### src/sv/wrp_pkg.sv
// ----------------------------------------------------------------------------
// wrp_pkg
// Shared types and constants for the RIFF/WAVE header parser: tag words,
// parse stages, chunk kinds, status codes and the queued result record.
// ----------------------------------------------------------------------------
package wrp_pkg;

    // Little-endian tag words as they build up in the header register
    localparam logic [31:0] TAG_RIFF = 32'h4646_4952;
    localparam logic [31:0] TAG_WAVE = 32'h4556_4157;
    localparam logic [31:0] TAG_FMT  = 32'h2074_6D66;
    localparam logic [31:0] TAG_DATA = 32'h6174_6164;

    // Parse stages
    localparam logic [1:0] STG_RIFF = 2'd0;
    localparam logic [1:0] STG_WAVE = 2'd1;
    localparam logic [1:0] STG_HDR  = 2'd2;
    localparam logic [1:0] STG_BODY = 2'd3;

    // Kind of chunk body being skipped
    localparam logic [1:0] KIND_OTHER = 2'd0;
    localparam logic [1:0] KIND_FMT   = 2'd1;
    localparam logic [1:0] KIND_DATA  = 2'd2;

    // Result status codes; the error latch uses the same codes
    localparam logic [2:0] ST_OK       = 3'd0;
    localparam logic [2:0] ST_NOT_RIFF = 3'd1;
    localparam logic [2:0] ST_NOT_WAVE = 3'd2;
    localparam logic [2:0] ST_MISSING  = 3'd3;
    localparam logic [2:0] ST_NOT_PCM  = 3'd4;

    // PCM format tag
    localparam logic [15:0] FMT_PCM = 16'd1;

    // Format field byte offsets inside the fmt body
    localparam logic [4:0] FIDX_END = 5'd16;

    // Result queue between parser and arithmetic back end
    localparam int QUEUE_DEPTH = 2;
    localparam int QUEUE_AW    = $clog2(QUEUE_DEPTH);

    // Parsed record, one per file
    typedef struct packed {
        logic [2:0]  status;
        logic [15:0] channel_count;
        logic [31:0] sample_rate;
        logic [15:0] sample_bits;
        logic [31:0] data_offset;
        logic [31:0] data_length;
    } t_wrp_rec;

endpackage

### src/sv/wav_riff_header_parser_core.sv
// Flow: the end-of-file beat writes the record into the queue; the back end loads it,
//   runs two multiply steps and holds the result on the output ports until popped.
// Throughput: one file byte per cycle while full is low; the two-step multiply back end
//   loads no record until the held result is popped, and a 2-deep record queue absorbs bursts.
// full is high while the record queue holds two records, and then stalls every byte.
// Reset (synchronous, active low) clears the parser, empties the queue, idles the back end.
// ----------------------------------------------------------------------------
// wav_riff_header_parser_core
// RIFF/WAVE header parser: byte parser front end, record queue and an
// arithmetic back end that derives block align and byte rate.
// ----------------------------------------------------------------------------
module wav_riff_header_parser_core (
    input  logic        i_clk,
    input  logic        i_rst_n,
    input  logic        push,
    output logic        full,
    input  logic [7:0]  i_data_byte,
    input  logic        i_end_of_file,
    output logic        empty,
    input  logic        pop,
    output logic [2:0]  o_status,
    output logic [15:0] o_channel_count,
    output logic [31:0] o_sample_rate,
    output logic [15:0] o_sample_bits,
    output logic [15:0] o_block_align,
    output logic [31:0] o_bytes_per_second,
    output logic [31:0] o_data_offset,
    output logic [31:0] o_data_length
);

    logic              w_accept;
    logic              w_rec_push;
    wrp_pkg::t_wrp_rec w_front_rec;
    logic              w_q_full;
    logic              w_q_empty;
    logic              w_q_pop;
    wrp_pkg::t_wrp_rec w_q_rec;

    assign full     = w_q_full;
    assign w_accept = push && !w_q_full;

    // Parse bytes
    wrp_front u_front (
        .i_clk         (i_clk),
        .i_rst_n       (i_rst_n),
        .i_accept      (w_accept),
        .i_data_byte   (i_data_byte),
        .i_end_of_file (i_end_of_file),
        .o_rec_push    (w_rec_push),
        .o_rec         (w_front_rec)
    );

    // Hold parsed records
    wrp_queue u_queue (
        .i_clk   (i_clk),
        .i_rst_n (i_rst_n),
        .i_push  (w_rec_push),
        .i_rec   (w_front_rec),
        .o_full  (w_q_full),
        .i_pop   (w_q_pop),
        .o_empty (w_q_empty),
        .o_rec   (w_q_rec)
    );

    // Derive and deliver results
    wrp_back u_back (
        .i_clk              (i_clk),
        .i_rst_n            (i_rst_n),
        .i_q_empty          (w_q_empty),
        .i_q_rec            (w_q_rec),
        .o_q_pop            (w_q_pop),
        .o_empty            (empty),
        .i_pop              (pop),
        .o_status           (o_status),
        .o_channel_count    (o_channel_count),
        .o_sample_rate      (o_sample_rate),
        .o_sample_bits      (o_sample_bits),
        .o_block_align      (o_block_align),
        .o_bytes_per_second (o_bytes_per_second),
        .o_data_offset      (o_data_offset),
        .o_data_length      (o_data_length)
    );

endmodule

### src/sv/wrp_front.sv
// ----------------------------------------------------------------------------
// wrp_front
// Byte parser. Checks the RIFF and WAVE tags, walks chunk headers, skips
// bodies, captures fmt and data fields and forms one record at end of file.
// ----------------------------------------------------------------------------
module wrp_front (
    input  logic              i_clk,
    input  logic              i_rst_n,
    input  logic              i_accept,
    input  logic [7:0]        i_data_byte,
    input  logic              i_end_of_file,
    output logic              o_rec_push,
    output wrp_pkg::t_wrp_rec o_rec
);

    logic [31:0] r_pos,   n_pos;
    logic [1:0]  r_stage, n_stage;
    logic [63:0] r_shift, n_shift;
    logic [2:0]  r_fill,  n_fill;
    logic [31:0] r_rem,   n_rem;
    logic [1:0]  r_kind,  n_kind;
    logic [4:0]  r_fidx,  n_fidx;
    logic [15:0] r_tag,   n_tag;
    logic [15:0] r_ch,    n_ch;
    logic [31:0] r_rate,  n_rate;
    logic [15:0] r_bits,  n_bits;
    logic [31:0] r_dstart, n_dstart;
    logic [31:0] r_dsize, n_dsize;
    logic        r_fmt_found,  n_fmt_found;
    logic        r_data_found, n_data_found;
    logic [2:0]  r_err,   n_err;

    logic [3:0]  w_cnt;
    logic [2:0]  w_status;
    logic [63:0] w_hdr;
    logic [31:0] w_id;
    logic [31:0] w_size;

    // Place the byte on the inputs into the header word
    always_comb begin
        w_hdr = r_shift;
        w_hdr[{r_fill, 3'b000} +: 8] = i_data_byte;
    end

    assign w_id   = w_hdr[31:0];
    assign w_size = w_hdr[63:32];

    // Work out the next parse state for the byte on the inputs
    always_comb begin
        n_pos        = r_pos + 32'd1;
        n_stage      = r_stage;
        n_shift      = r_shift;
        n_fill       = r_fill;
        n_rem        = r_rem;
        n_kind       = r_kind;
        n_fidx       = r_fidx;
        n_tag        = r_tag;
        n_ch         = r_ch;
        n_rate       = r_rate;
        n_bits       = r_bits;
        n_dstart     = r_dstart;
        n_dsize      = r_dsize;
        n_fmt_found  = r_fmt_found;
        n_data_found = r_data_found;
        n_err        = r_err;
        w_cnt        = {1'b0, r_fill} + 4'd1;

        if (r_err == wrp_pkg::ST_OK) begin
            if (r_stage == wrp_pkg::STG_BODY) begin
                // Pick format fields out of an fmt body
                if (r_kind == wrp_pkg::KIND_FMT) begin
                    case (r_fidx) inside
                        5'd0, 5'd1: n_tag[{r_fidx[0], 3'b000} +: 8] = i_data_byte;
                        5'd2, 5'd3: n_ch[{r_fidx[0], 3'b000} +: 8] = i_data_byte;
                        [5'd4:5'd7]: n_rate[{r_fidx[1:0], 3'b000} +: 8] = i_data_byte;
                        5'd14, 5'd15: n_bits[{r_fidx[0], 3'b000} +: 8] = i_data_byte;
                        default: ;
                    endcase
                    if (r_fidx < wrp_pkg::FIDX_END) begin
                        n_fidx = r_fidx + 5'd1;
                    end
                end
                n_rem = r_rem - 32'd1;
                if (n_rem == 32'd0) begin
                    n_stage = wrp_pkg::STG_HDR;
                end
            end else begin
                // Gather header bytes
                n_shift = w_hdr;
                n_fill  = w_cnt[2:0];
                unique case (r_stage)
                    wrp_pkg::STG_RIFF: begin
                        if (w_cnt == 4'd4 && w_id != wrp_pkg::TAG_RIFF) begin
                            n_err = wrp_pkg::ST_NOT_RIFF;
                        end else if (w_cnt == 4'd8) begin
                            n_stage = wrp_pkg::STG_WAVE;
                            n_fill  = 3'd0;
                            n_shift = 64'd0;
                        end
                    end
                    wrp_pkg::STG_WAVE: begin
                        if (w_cnt == 4'd4) begin
                            if (w_id != wrp_pkg::TAG_WAVE) begin
                                n_err = wrp_pkg::ST_NOT_WAVE;
                            end else begin
                                n_stage = wrp_pkg::STG_HDR;
                            end
                            n_fill  = 3'd0;
                            n_shift = 64'd0;
                        end
                    end
                    wrp_pkg::STG_HDR: begin
                        if (w_cnt == 4'd8) begin
                            n_kind = wrp_pkg::KIND_OTHER;
                            if (w_id == wrp_pkg::TAG_FMT) begin
                                n_kind      = wrp_pkg::KIND_FMT;
                                n_fmt_found = 1'b1;
                                n_fidx      = 5'd0;
                                n_tag       = 16'd0;
                                n_ch        = 16'd0;
                                n_rate      = 32'd0;
                                n_bits      = 16'd0;
                            end else if (w_id == wrp_pkg::TAG_DATA) begin
                                n_kind       = wrp_pkg::KIND_DATA;
                                n_data_found = 1'b1;
                                n_dstart     = n_pos;
                                n_dsize      = w_size;
                            end
                            n_rem   = w_size;
                            n_stage = (w_size != 32'd0) ? wrp_pkg::STG_BODY
                                                        : wrp_pkg::STG_HDR;
                            n_fill  = 3'd0;
                            n_shift = 64'd0;
                        end
                    end
                    wrp_pkg::STG_BODY: ;
                    default: ;
                endcase
            end
        end
    end

    // Classify the file once the final byte is parsed
    always_comb begin
        if (n_err != wrp_pkg::ST_OK) begin
            w_status = n_err;
        end else if (n_stage == wrp_pkg::STG_RIFF) begin
            w_status = (n_fill < 3'd4) ? wrp_pkg::ST_NOT_RIFF : wrp_pkg::ST_NOT_WAVE;
        end else if (n_stage == wrp_pkg::STG_WAVE) begin
            w_status = wrp_pkg::ST_NOT_WAVE;
        end else if (!n_fmt_found || !n_data_found) begin
            w_status = wrp_pkg::ST_MISSING;
        end else if (n_tag != wrp_pkg::FMT_PCM) begin
            w_status = wrp_pkg::ST_NOT_PCM;
        end else begin
            w_status = wrp_pkg::ST_OK;
        end
    end

    // Form the record; zero the fields unless the file parsed clean
    always_comb begin
        o_rec        = '0;
        o_rec.status = w_status;
        if (w_status == wrp_pkg::ST_OK) begin
            o_rec.channel_count = n_ch;
            o_rec.sample_rate   = n_rate;
            o_rec.sample_bits   = n_bits;
            o_rec.data_offset   = n_dstart;
            o_rec.data_length   = n_dsize;
        end
    end

    assign o_rec_push = i_accept && i_end_of_file;

    // Advance on each accepted beat; return to reset after end of file
    always_ff @(posedge i_clk) begin
        if (!i_rst_n || (i_accept && i_end_of_file)) begin
            r_pos        <= 32'd0;
            r_stage      <= wrp_pkg::STG_RIFF;
            r_shift      <= 64'd0;
            r_fill       <= 3'd0;
            r_rem        <= 32'd0;
            r_kind       <= wrp_pkg::KIND_OTHER;
            r_fidx       <= 5'd0;
            r_tag        <= 16'd0;
            r_ch         <= 16'd0;
            r_rate       <= 32'd0;
            r_bits       <= 16'd0;
            r_dstart     <= 32'd0;
            r_dsize      <= 32'd0;
            r_fmt_found  <= 1'b0;
            r_data_found <= 1'b0;
            r_err        <= wrp_pkg::ST_OK;
        end else if (i_accept) begin
            r_pos        <= n_pos;
            r_stage      <= n_stage;
            r_shift      <= n_shift;
            r_fill       <= n_fill;
            r_rem        <= n_rem;
            r_kind       <= n_kind;
            r_fidx       <= n_fidx;
            r_tag        <= n_tag;
            r_ch         <= n_ch;
            r_rate       <= n_rate;
            r_bits       <= n_bits;
            r_dstart     <= n_dstart;
            r_dsize      <= n_dsize;
            r_fmt_found  <= n_fmt_found;
            r_data_found <= n_data_found;
            r_err        <= n_err;
        end
    end

endmodule

### src/sv/wrp_queue.sv
// ----------------------------------------------------------------------------
// wrp_queue
// Short record queue that decouples the byte parser from the arithmetic
// back end.
// ----------------------------------------------------------------------------
module wrp_queue (
    input  logic              i_clk,
    input  logic              i_rst_n,
    input  logic              i_push,
    input  wrp_pkg::t_wrp_rec i_rec,
    output logic              o_full,
    input  logic              i_pop,
    output logic              o_empty,
    output wrp_pkg::t_wrp_rec o_rec
);

    localparam int AW = wrp_pkg::QUEUE_AW;

    wrp_pkg::t_wrp_rec r_mem [wrp_pkg::QUEUE_DEPTH];
    logic [AW-1:0]     r_wptr, n_wptr;
    logic [AW-1:0]     r_rptr, n_rptr;
    logic [AW:0]       r_count, n_count;
    logic              w_wr;
    logic              w_rd;

    assign o_full  = (r_count == (AW+1)'(wrp_pkg::QUEUE_DEPTH));
    assign o_empty = (r_count == '0);
    assign o_rec   = r_mem[r_rptr];
    assign w_wr    = i_push && !o_full;
    assign w_rd    = i_pop && !o_empty;

    // Step pointers and fill level
    always_comb begin
        n_wptr  = r_wptr;
        n_rptr  = r_rptr;
        n_count = r_count;
        if (w_wr) begin
            n_wptr = (r_wptr == AW'(wrp_pkg::QUEUE_DEPTH - 1)) ? '0 : r_wptr + AW'(1);
        end
        if (w_rd) begin
            n_rptr = (r_rptr == AW'(wrp_pkg::QUEUE_DEPTH - 1)) ? '0 : r_rptr + AW'(1);
        end
        if (w_wr && !w_rd) begin
            n_count = r_count + (AW+1)'(1);
        end else if (w_rd && !w_wr) begin
            n_count = r_count - (AW+1)'(1);
        end
    end

    always_ff @(posedge i_clk) begin
        if (!i_rst_n) begin
            r_wptr  <= '0;
            r_rptr  <= '0;
            r_count <= '0;
        end else begin
            r_wptr  <= n_wptr;
            r_rptr  <= n_rptr;
            r_count <= n_count;
        end
    end

    // Store the incoming record
    always_ff @(posedge i_clk) begin
        if (w_wr) begin
            r_mem[r_wptr] <= i_rec;
        end
    end

endmodule

### src/sv/wrp_back.sv
// ----------------------------------------------------------------------------
// wrp_back
// Arithmetic back end. Takes one record, derives block align and byte rate
// over two multiply steps and holds the finished result for the consumer.
// ----------------------------------------------------------------------------
module wrp_back (
    input  logic              i_clk,
    input  logic              i_rst_n,
    input  logic              i_q_empty,
    input  wrp_pkg::t_wrp_rec i_q_rec,
    output logic              o_q_pop,
    output logic              o_empty,
    input  logic              i_pop,
    output logic [2:0]        o_status,
    output logic [15:0]       o_channel_count,
    output logic [31:0]       o_sample_rate,
    output logic [15:0]       o_sample_bits,
    output logic [15:0]       o_block_align,
    output logic [31:0]       o_bytes_per_second,
    output logic [31:0]       o_data_offset,
    output logic [31:0]       o_data_length
);

    localparam logic [1:0] S_IDLE = 2'd0;
    localparam logic [1:0] S_MUL1 = 2'd1;
    localparam logic [1:0] S_MUL2 = 2'd2;
    localparam logic [1:0] S_DONE = 2'd3;

    logic [1:0]        r_state, n_state;
    wrp_pkg::t_wrp_rec r_rec;
    logic [31:0]       r_prod1;
    logic [15:0]       r_align;
    logic [31:0]       r_bps;
    logic [15:0]       w_align;
    logic [47:0]       w_prod2;

    assign w_align = r_prod1[18:3];
    assign w_prod2 = 48'(r_rec.sample_rate) * 48'(w_align);
    assign o_q_pop = (r_state == S_IDLE) && !i_q_empty;
    assign o_empty = (r_state != S_DONE);

    // Sequence load, two multiplies, then hold until taken
    always_comb begin
        n_state = r_state;
        unique case (r_state)
            S_IDLE: if (!i_q_empty) n_state = S_MUL1;
            S_MUL1: n_state = S_MUL2;
            S_MUL2: n_state = S_DONE;
            S_DONE: if (i_pop) n_state = S_IDLE;
            default: n_state = S_IDLE;
        endcase
    end

    always_ff @(posedge i_clk) begin
        if (!i_rst_n) begin
            r_state <= S_IDLE;
        end else begin
            r_state <= n_state;
        end
    end

    // Datapath registers
    always_ff @(posedge i_clk) begin
        if (o_q_pop) begin
            r_rec <= i_q_rec;
        end
        if (r_state == S_MUL1) begin
            r_prod1 <= 32'(r_rec.channel_count) * 32'(r_rec.sample_bits);
        end
        if (r_state == S_MUL2) begin
            r_align <= w_align;
            r_bps   <= w_prod2[31:0];
        end
    end

    assign o_status           = r_rec.status;
    assign o_channel_count    = r_rec.channel_count;
    assign o_sample_rate      = r_rec.sample_rate;
    assign o_sample_bits      = r_rec.sample_bits;
    assign o_block_align      = r_align;
    assign o_bytes_per_second = r_bps;
    assign o_data_offset      = r_rec.data_offset;
    assign o_data_length      = r_rec.data_length;

endmodule

### config.mk
export PLATFORM = sky130hd
export DESIGN_NAME = wav_riff_header_parser_core
export DESIGN_NICKNAME = d
export VERILOG_FILES = /design/src/sv/wrp_pkg.sv /design/src/sv/wav_riff_header_parser_core.sv /design/src/sv/wrp_front.sv /design/src/sv/wrp_queue.sv /design/src/sv/wrp_back.sv
export SDC_FILE = /design/constraint.sdc
export NUM_CORES = 2
export LEC_CHECK = 0
export ABC_AREA = 1
export BUFFER_PORTS_ARGS = -buffer_cell sky130_fd_sc_hd__buf_2
export CAP_MARGIN = 20
export CORE_ASPECT_RATIO = 0.7
export CORE_MARGIN = 1.5
export CORE_UTILIZATION = 59
export DETAILED_ROUTE_END_ITERATION = 8
export PLACE_DENSITY = 0.88
export SLEW_MARGIN = 20
export SYNTH_ARGS = -nofsm -noshare
export SYNTH_HDL_FRONTEND = slang
export SYNTH_SLANG_ARGS = --single-unit
### constraint.sdc
create_clock -name i_clk -period 21.8 [get_ports i_clk]
set_clock_uncertainty 0.2 [all_clocks]
set_input_delay 3.27 -clock i_clk [delete_from_list [all_inputs] [get_ports i_clk]]
set_output_delay 3.27 -clock i_clk [all_outputs]
set_load 0.01 [all_outputs]
==> impl_metrics.csv <==
group,metric,value,unit
status,status,"complete, but fails checks",
status,violations,"DRC",
yosys,seq_area_frac_synth,38.1,%
yosys,synth_nets,6790,
grt,grt_max_degree,132,
sta,setup_violations,0,
grt,grt_pass1_vias,41507,
worst_setup_path,cp_max_fo,53,
clock_tree,clkTransAtPathRegs,0.07,ns
route,drc,20,
sta,slew_viol_final,0,
grt,grt-ovfl-total,0,
run,drv_cap,0,
clock_tree,clkLatencyLatePin,0.66,ns
layout,layout-drive-gt1-share,7.84,%
clock_tree,cts-buffers-inserted,72,
die,fp.dieH,250,um
grt,globalRouteMet2Util,49.1,%
worst_setup_path,cp_slowest_cell,"nand4_4",
hold_path,min_path_type,"flop to flop",
yosys,synth-main-ff-cell,"edfxtp_1",
die,start_util,59.7,%
layout,area_delta_synth_final,8.01,%
place,place_ws,13.50,ns
clock_tree,post_cts_buffers,0,
die,rows,90,
sta,min_period,7.80,ns
grt,use_met3,7.04,%
layout,n_fill_cell,6552,
sta,fmaxAchievable,0.128,GHz
yosys,syn-cell-area,51500,um^2
die,ios,194,
layout,nets,6780,
clock_tree,clockBufferDepth,3,
yosys,synth_cell_types,53,
place,hpwl,93200,um
sta,rsz0062_at_grt,"no",
clock_tree,cts_root_buf,"clkbuf_16",
yosys,synth_compound_area_share,9.47,%
die,core_area,86400,um^2
clock_tree,h-tree-depth,3,
clock_tree,cts_sinks,752,
worst_setup_path,timing_worst_setup_path_type,"primary input to flop",
grt,track_usage,30.9,%
die,die_width,356,um
yosys,yosys.area_share.simple,17.9,%
worst_setup_path,crit_arrival,8.03,ns
sta,finalHoldViolCount,0,
grt,grt_busiest_layer,"met2",
worst_setup_path,end_kind,"flop",
route,wirelength,138000,um
route,drt_iter0_drc,5284,
yosys,synth-seq-cells,752,
layout,mostFrequentLayoutCell,"nand2_1",
layout,final_cell_mix,"1672 x nand2_1, 1284 x inv_1, 457 x edfxtp_1, 423 x fa_1, 372 x o21ai_0",
route,routed-via-count,41864,
grt,grt_pass1_wl,219000,um
route,vias_per_cell,5.65,
yosys,synth.area.mux_share,0.0194,%
sta,tightest_slew,1.19,ns
sta,fin_crit_sh,35.8,%
yosys,syn_inst,6216,
clock_tree,cts_resized,0,
yosys,synth_top_family_by_area,"adder cells",
place,numPortBuffers,193,
sta,finalSetupTns,0,ns
route,drtPass1Iterations,8,
yosys,synth_xor_area_share,2.60,%
grt,antenna_found_initial,3,
grt,use_met1,41.7,%
worst_setup_path,path_cells,"buf_2, nand2_1, o21ai_1, nand4_1, nor2_1, nand4_4, nand2_1, nand2_1, nand2_1, nand2_1, inv_1, nand2_1, nor2_1, nand2_1, nand2_1, nand3_4, buf_4, nor3_2",
layout,fin_util,64.4,%
yosys,async_flop_share,0,%
worst_setup_path,critical-path-max-stage-delay,0.66,ns
sta,finalWorstSetupSlack,14.00,ns
sta,slew_headroom,20.6,%
worst_setup_path,startpoint_type,"primary input",
route,drt.antenna.violating_nets,0,
route,routedWlPerCell,18.7,um
worst_setup_path,cp.required,22.03,ns
yosys,yosys_warnings,0,
die,die_area,89100,um^2
clock_tree,ctsHoldBuffers,0,
worst_setup_path,cpMostUsedCell,"nand2_1",
yosys,synth.avg_cell_area,8.29,um^2
yosys,synth_edf_count,457,
clock_tree,tritoncts,"built",
place,gp_congestion,0.933,
yosys,synth_fa_ha_area_share,19.8,%
[worst paths after layout]
check / startpoint / endpoint / slack (ns) / cells past startpoint
setup / recovery: i_data_byte[5] / u_queue.r_mem[0][96] / 14.00 / 18
hold / removal: u_front.r_shift[7] / u_front.r_shift[7] / 0.27 / 2
hold reg to reg: u_front.r_shift[7] / u_front.r_shift[7] / 0.27 / 2
setup reg to reg: u_back.o_sample_rate[10] / u_back.o_bytes_per_second[30] / 14.45 / 21
[cell families (layout without fill, tap and decap cells)]
logic type      after synthesis  in the layout
simple gates               2234           2234
buf+inv                    1631           1680
compound gates              884            884
flops                       752            752
fa+ha+maj                   561            561
xor+xnor                    153            153
mux                           1              1
other cells                   0              1
[flip-flops by register name, summed over array words and instances (netlist names), 3 cells and up]
name	flops
u_back.o_sample_bits	16
u_back.o_data_length	32
u_back.o_bytes_per_second	32
u_back.o_status	3
u_front.r_fidx	5
u_front.r_rate	32
u_front.r_tag	16
u_front.r_err	3
u_front.r_pos	32
u_front.r_shift	64
u_front.r_bits	16
u_back.o_data_offset	32
u_queue.r_mem	262
u_back.o_channel_count	16
u_front.r_ch	16
u_front.r_fill	3
u_front.r_rem	32
u_back.o_sample_rate	32
u_back.r_prod1	16
u_back.o_block_align	16
u_front.r_dstart	32
u_front.r_dsize	32
[cell usage after synthesis (6+ instances only)]
| master | instances | area, um^2 |
|---|---|---|
| a211oi_1 | 7 | 52.6 |
| a21oi_1 | 333 | 1670 |
| a22oi_1 | 13 | 97.6 |
| a31oi_1 | 13 | 81.3 |
| a41oi_1 | 16 | 140 |
| buf_1 | 26 | 97.6 |
| buf_2 | 17 | 85.1 |
| buf_6 | 13 | 146 |
| clkbuf_1 | 272 | 1020 |
| dfxtp_1 | 295 | 5910 |
| edfxtp_1 | 457 | 13700 |
| fa_1 | 423 | 8470 |
| ha_1 | 138 | 1730 |
| inv_1 | 1290 | 4840 |
| inv_2 | 6 | 22.5 |
| nand2_1 | 1675 | 6290 |
| nand3_1 | 92 | 460 |
| nand4_1 | 26 | 163 |
| nor2_1 | 265 | 995 |
| nor2_2 | 11 | 68.8 |
| nor3_1 | 69 | 345 |
| nor3_2 | 71 | 711 |
| nor4_1 | 8 | 50.1 |
| o211ai_1 | 79 | 593 |
| o21ai_0 | 374 | 1870 |
| o21ai_1 | 9 | 45.0 |
| o22ai_1 | 6 | 37.5 |
| xnor2_1 | 55 | 482 |
| xor2_1 | 98 | 858 |
[worst max-delay path: cells and delay by family]
family                 cells  cell delay (ns)
and+or+nand+nor           14             3.18
buffers and inverters      3             1.04
AOI/OAI and AO/OA          1             0.39
[per-layer routing]
| metal | vias to the layer above | wire length, um |
|---|---|---|
| met5 | - | 18 |
| met4 | 4 | 5170 |
| met1 | 19821 | 54100 |
| met3 | 427 | 14900 |
| li1 | 19132 | - |
| met2 | 2480 | 64100 |
[final cells by class]
class,count,area [um^2],area share [%]
Multi-Input combinational cell,3833,25700,46.2
Antenna cell,1,2.50,0.00450
Sequential cell,752,19600,35.3
Inverter,1300,4890,8.79
Clock buffer,88,1970,3.55
Timing Repair Buffer,247,1420,2.55
Clock inverter,45,576,1.03
Tap cell,1150,1440,2.59
[per-stage QoR]
step	cell area [um^2]	hold slack, ns	std cells
5_1_grt	55600	0.285	7416
3_3_place_gp	53000	0.235	7280
6_report	55600	0.268	7416
4_1_cts	55600	0.267	7413
2_1_floorplan	51500	0.224	6216
3_5_place_dp	53000	0.254	7280
Power is left out: the tool's default activity adds up to more than one toggle a clock period on the data nets, which glitch-free logic cannot reach.
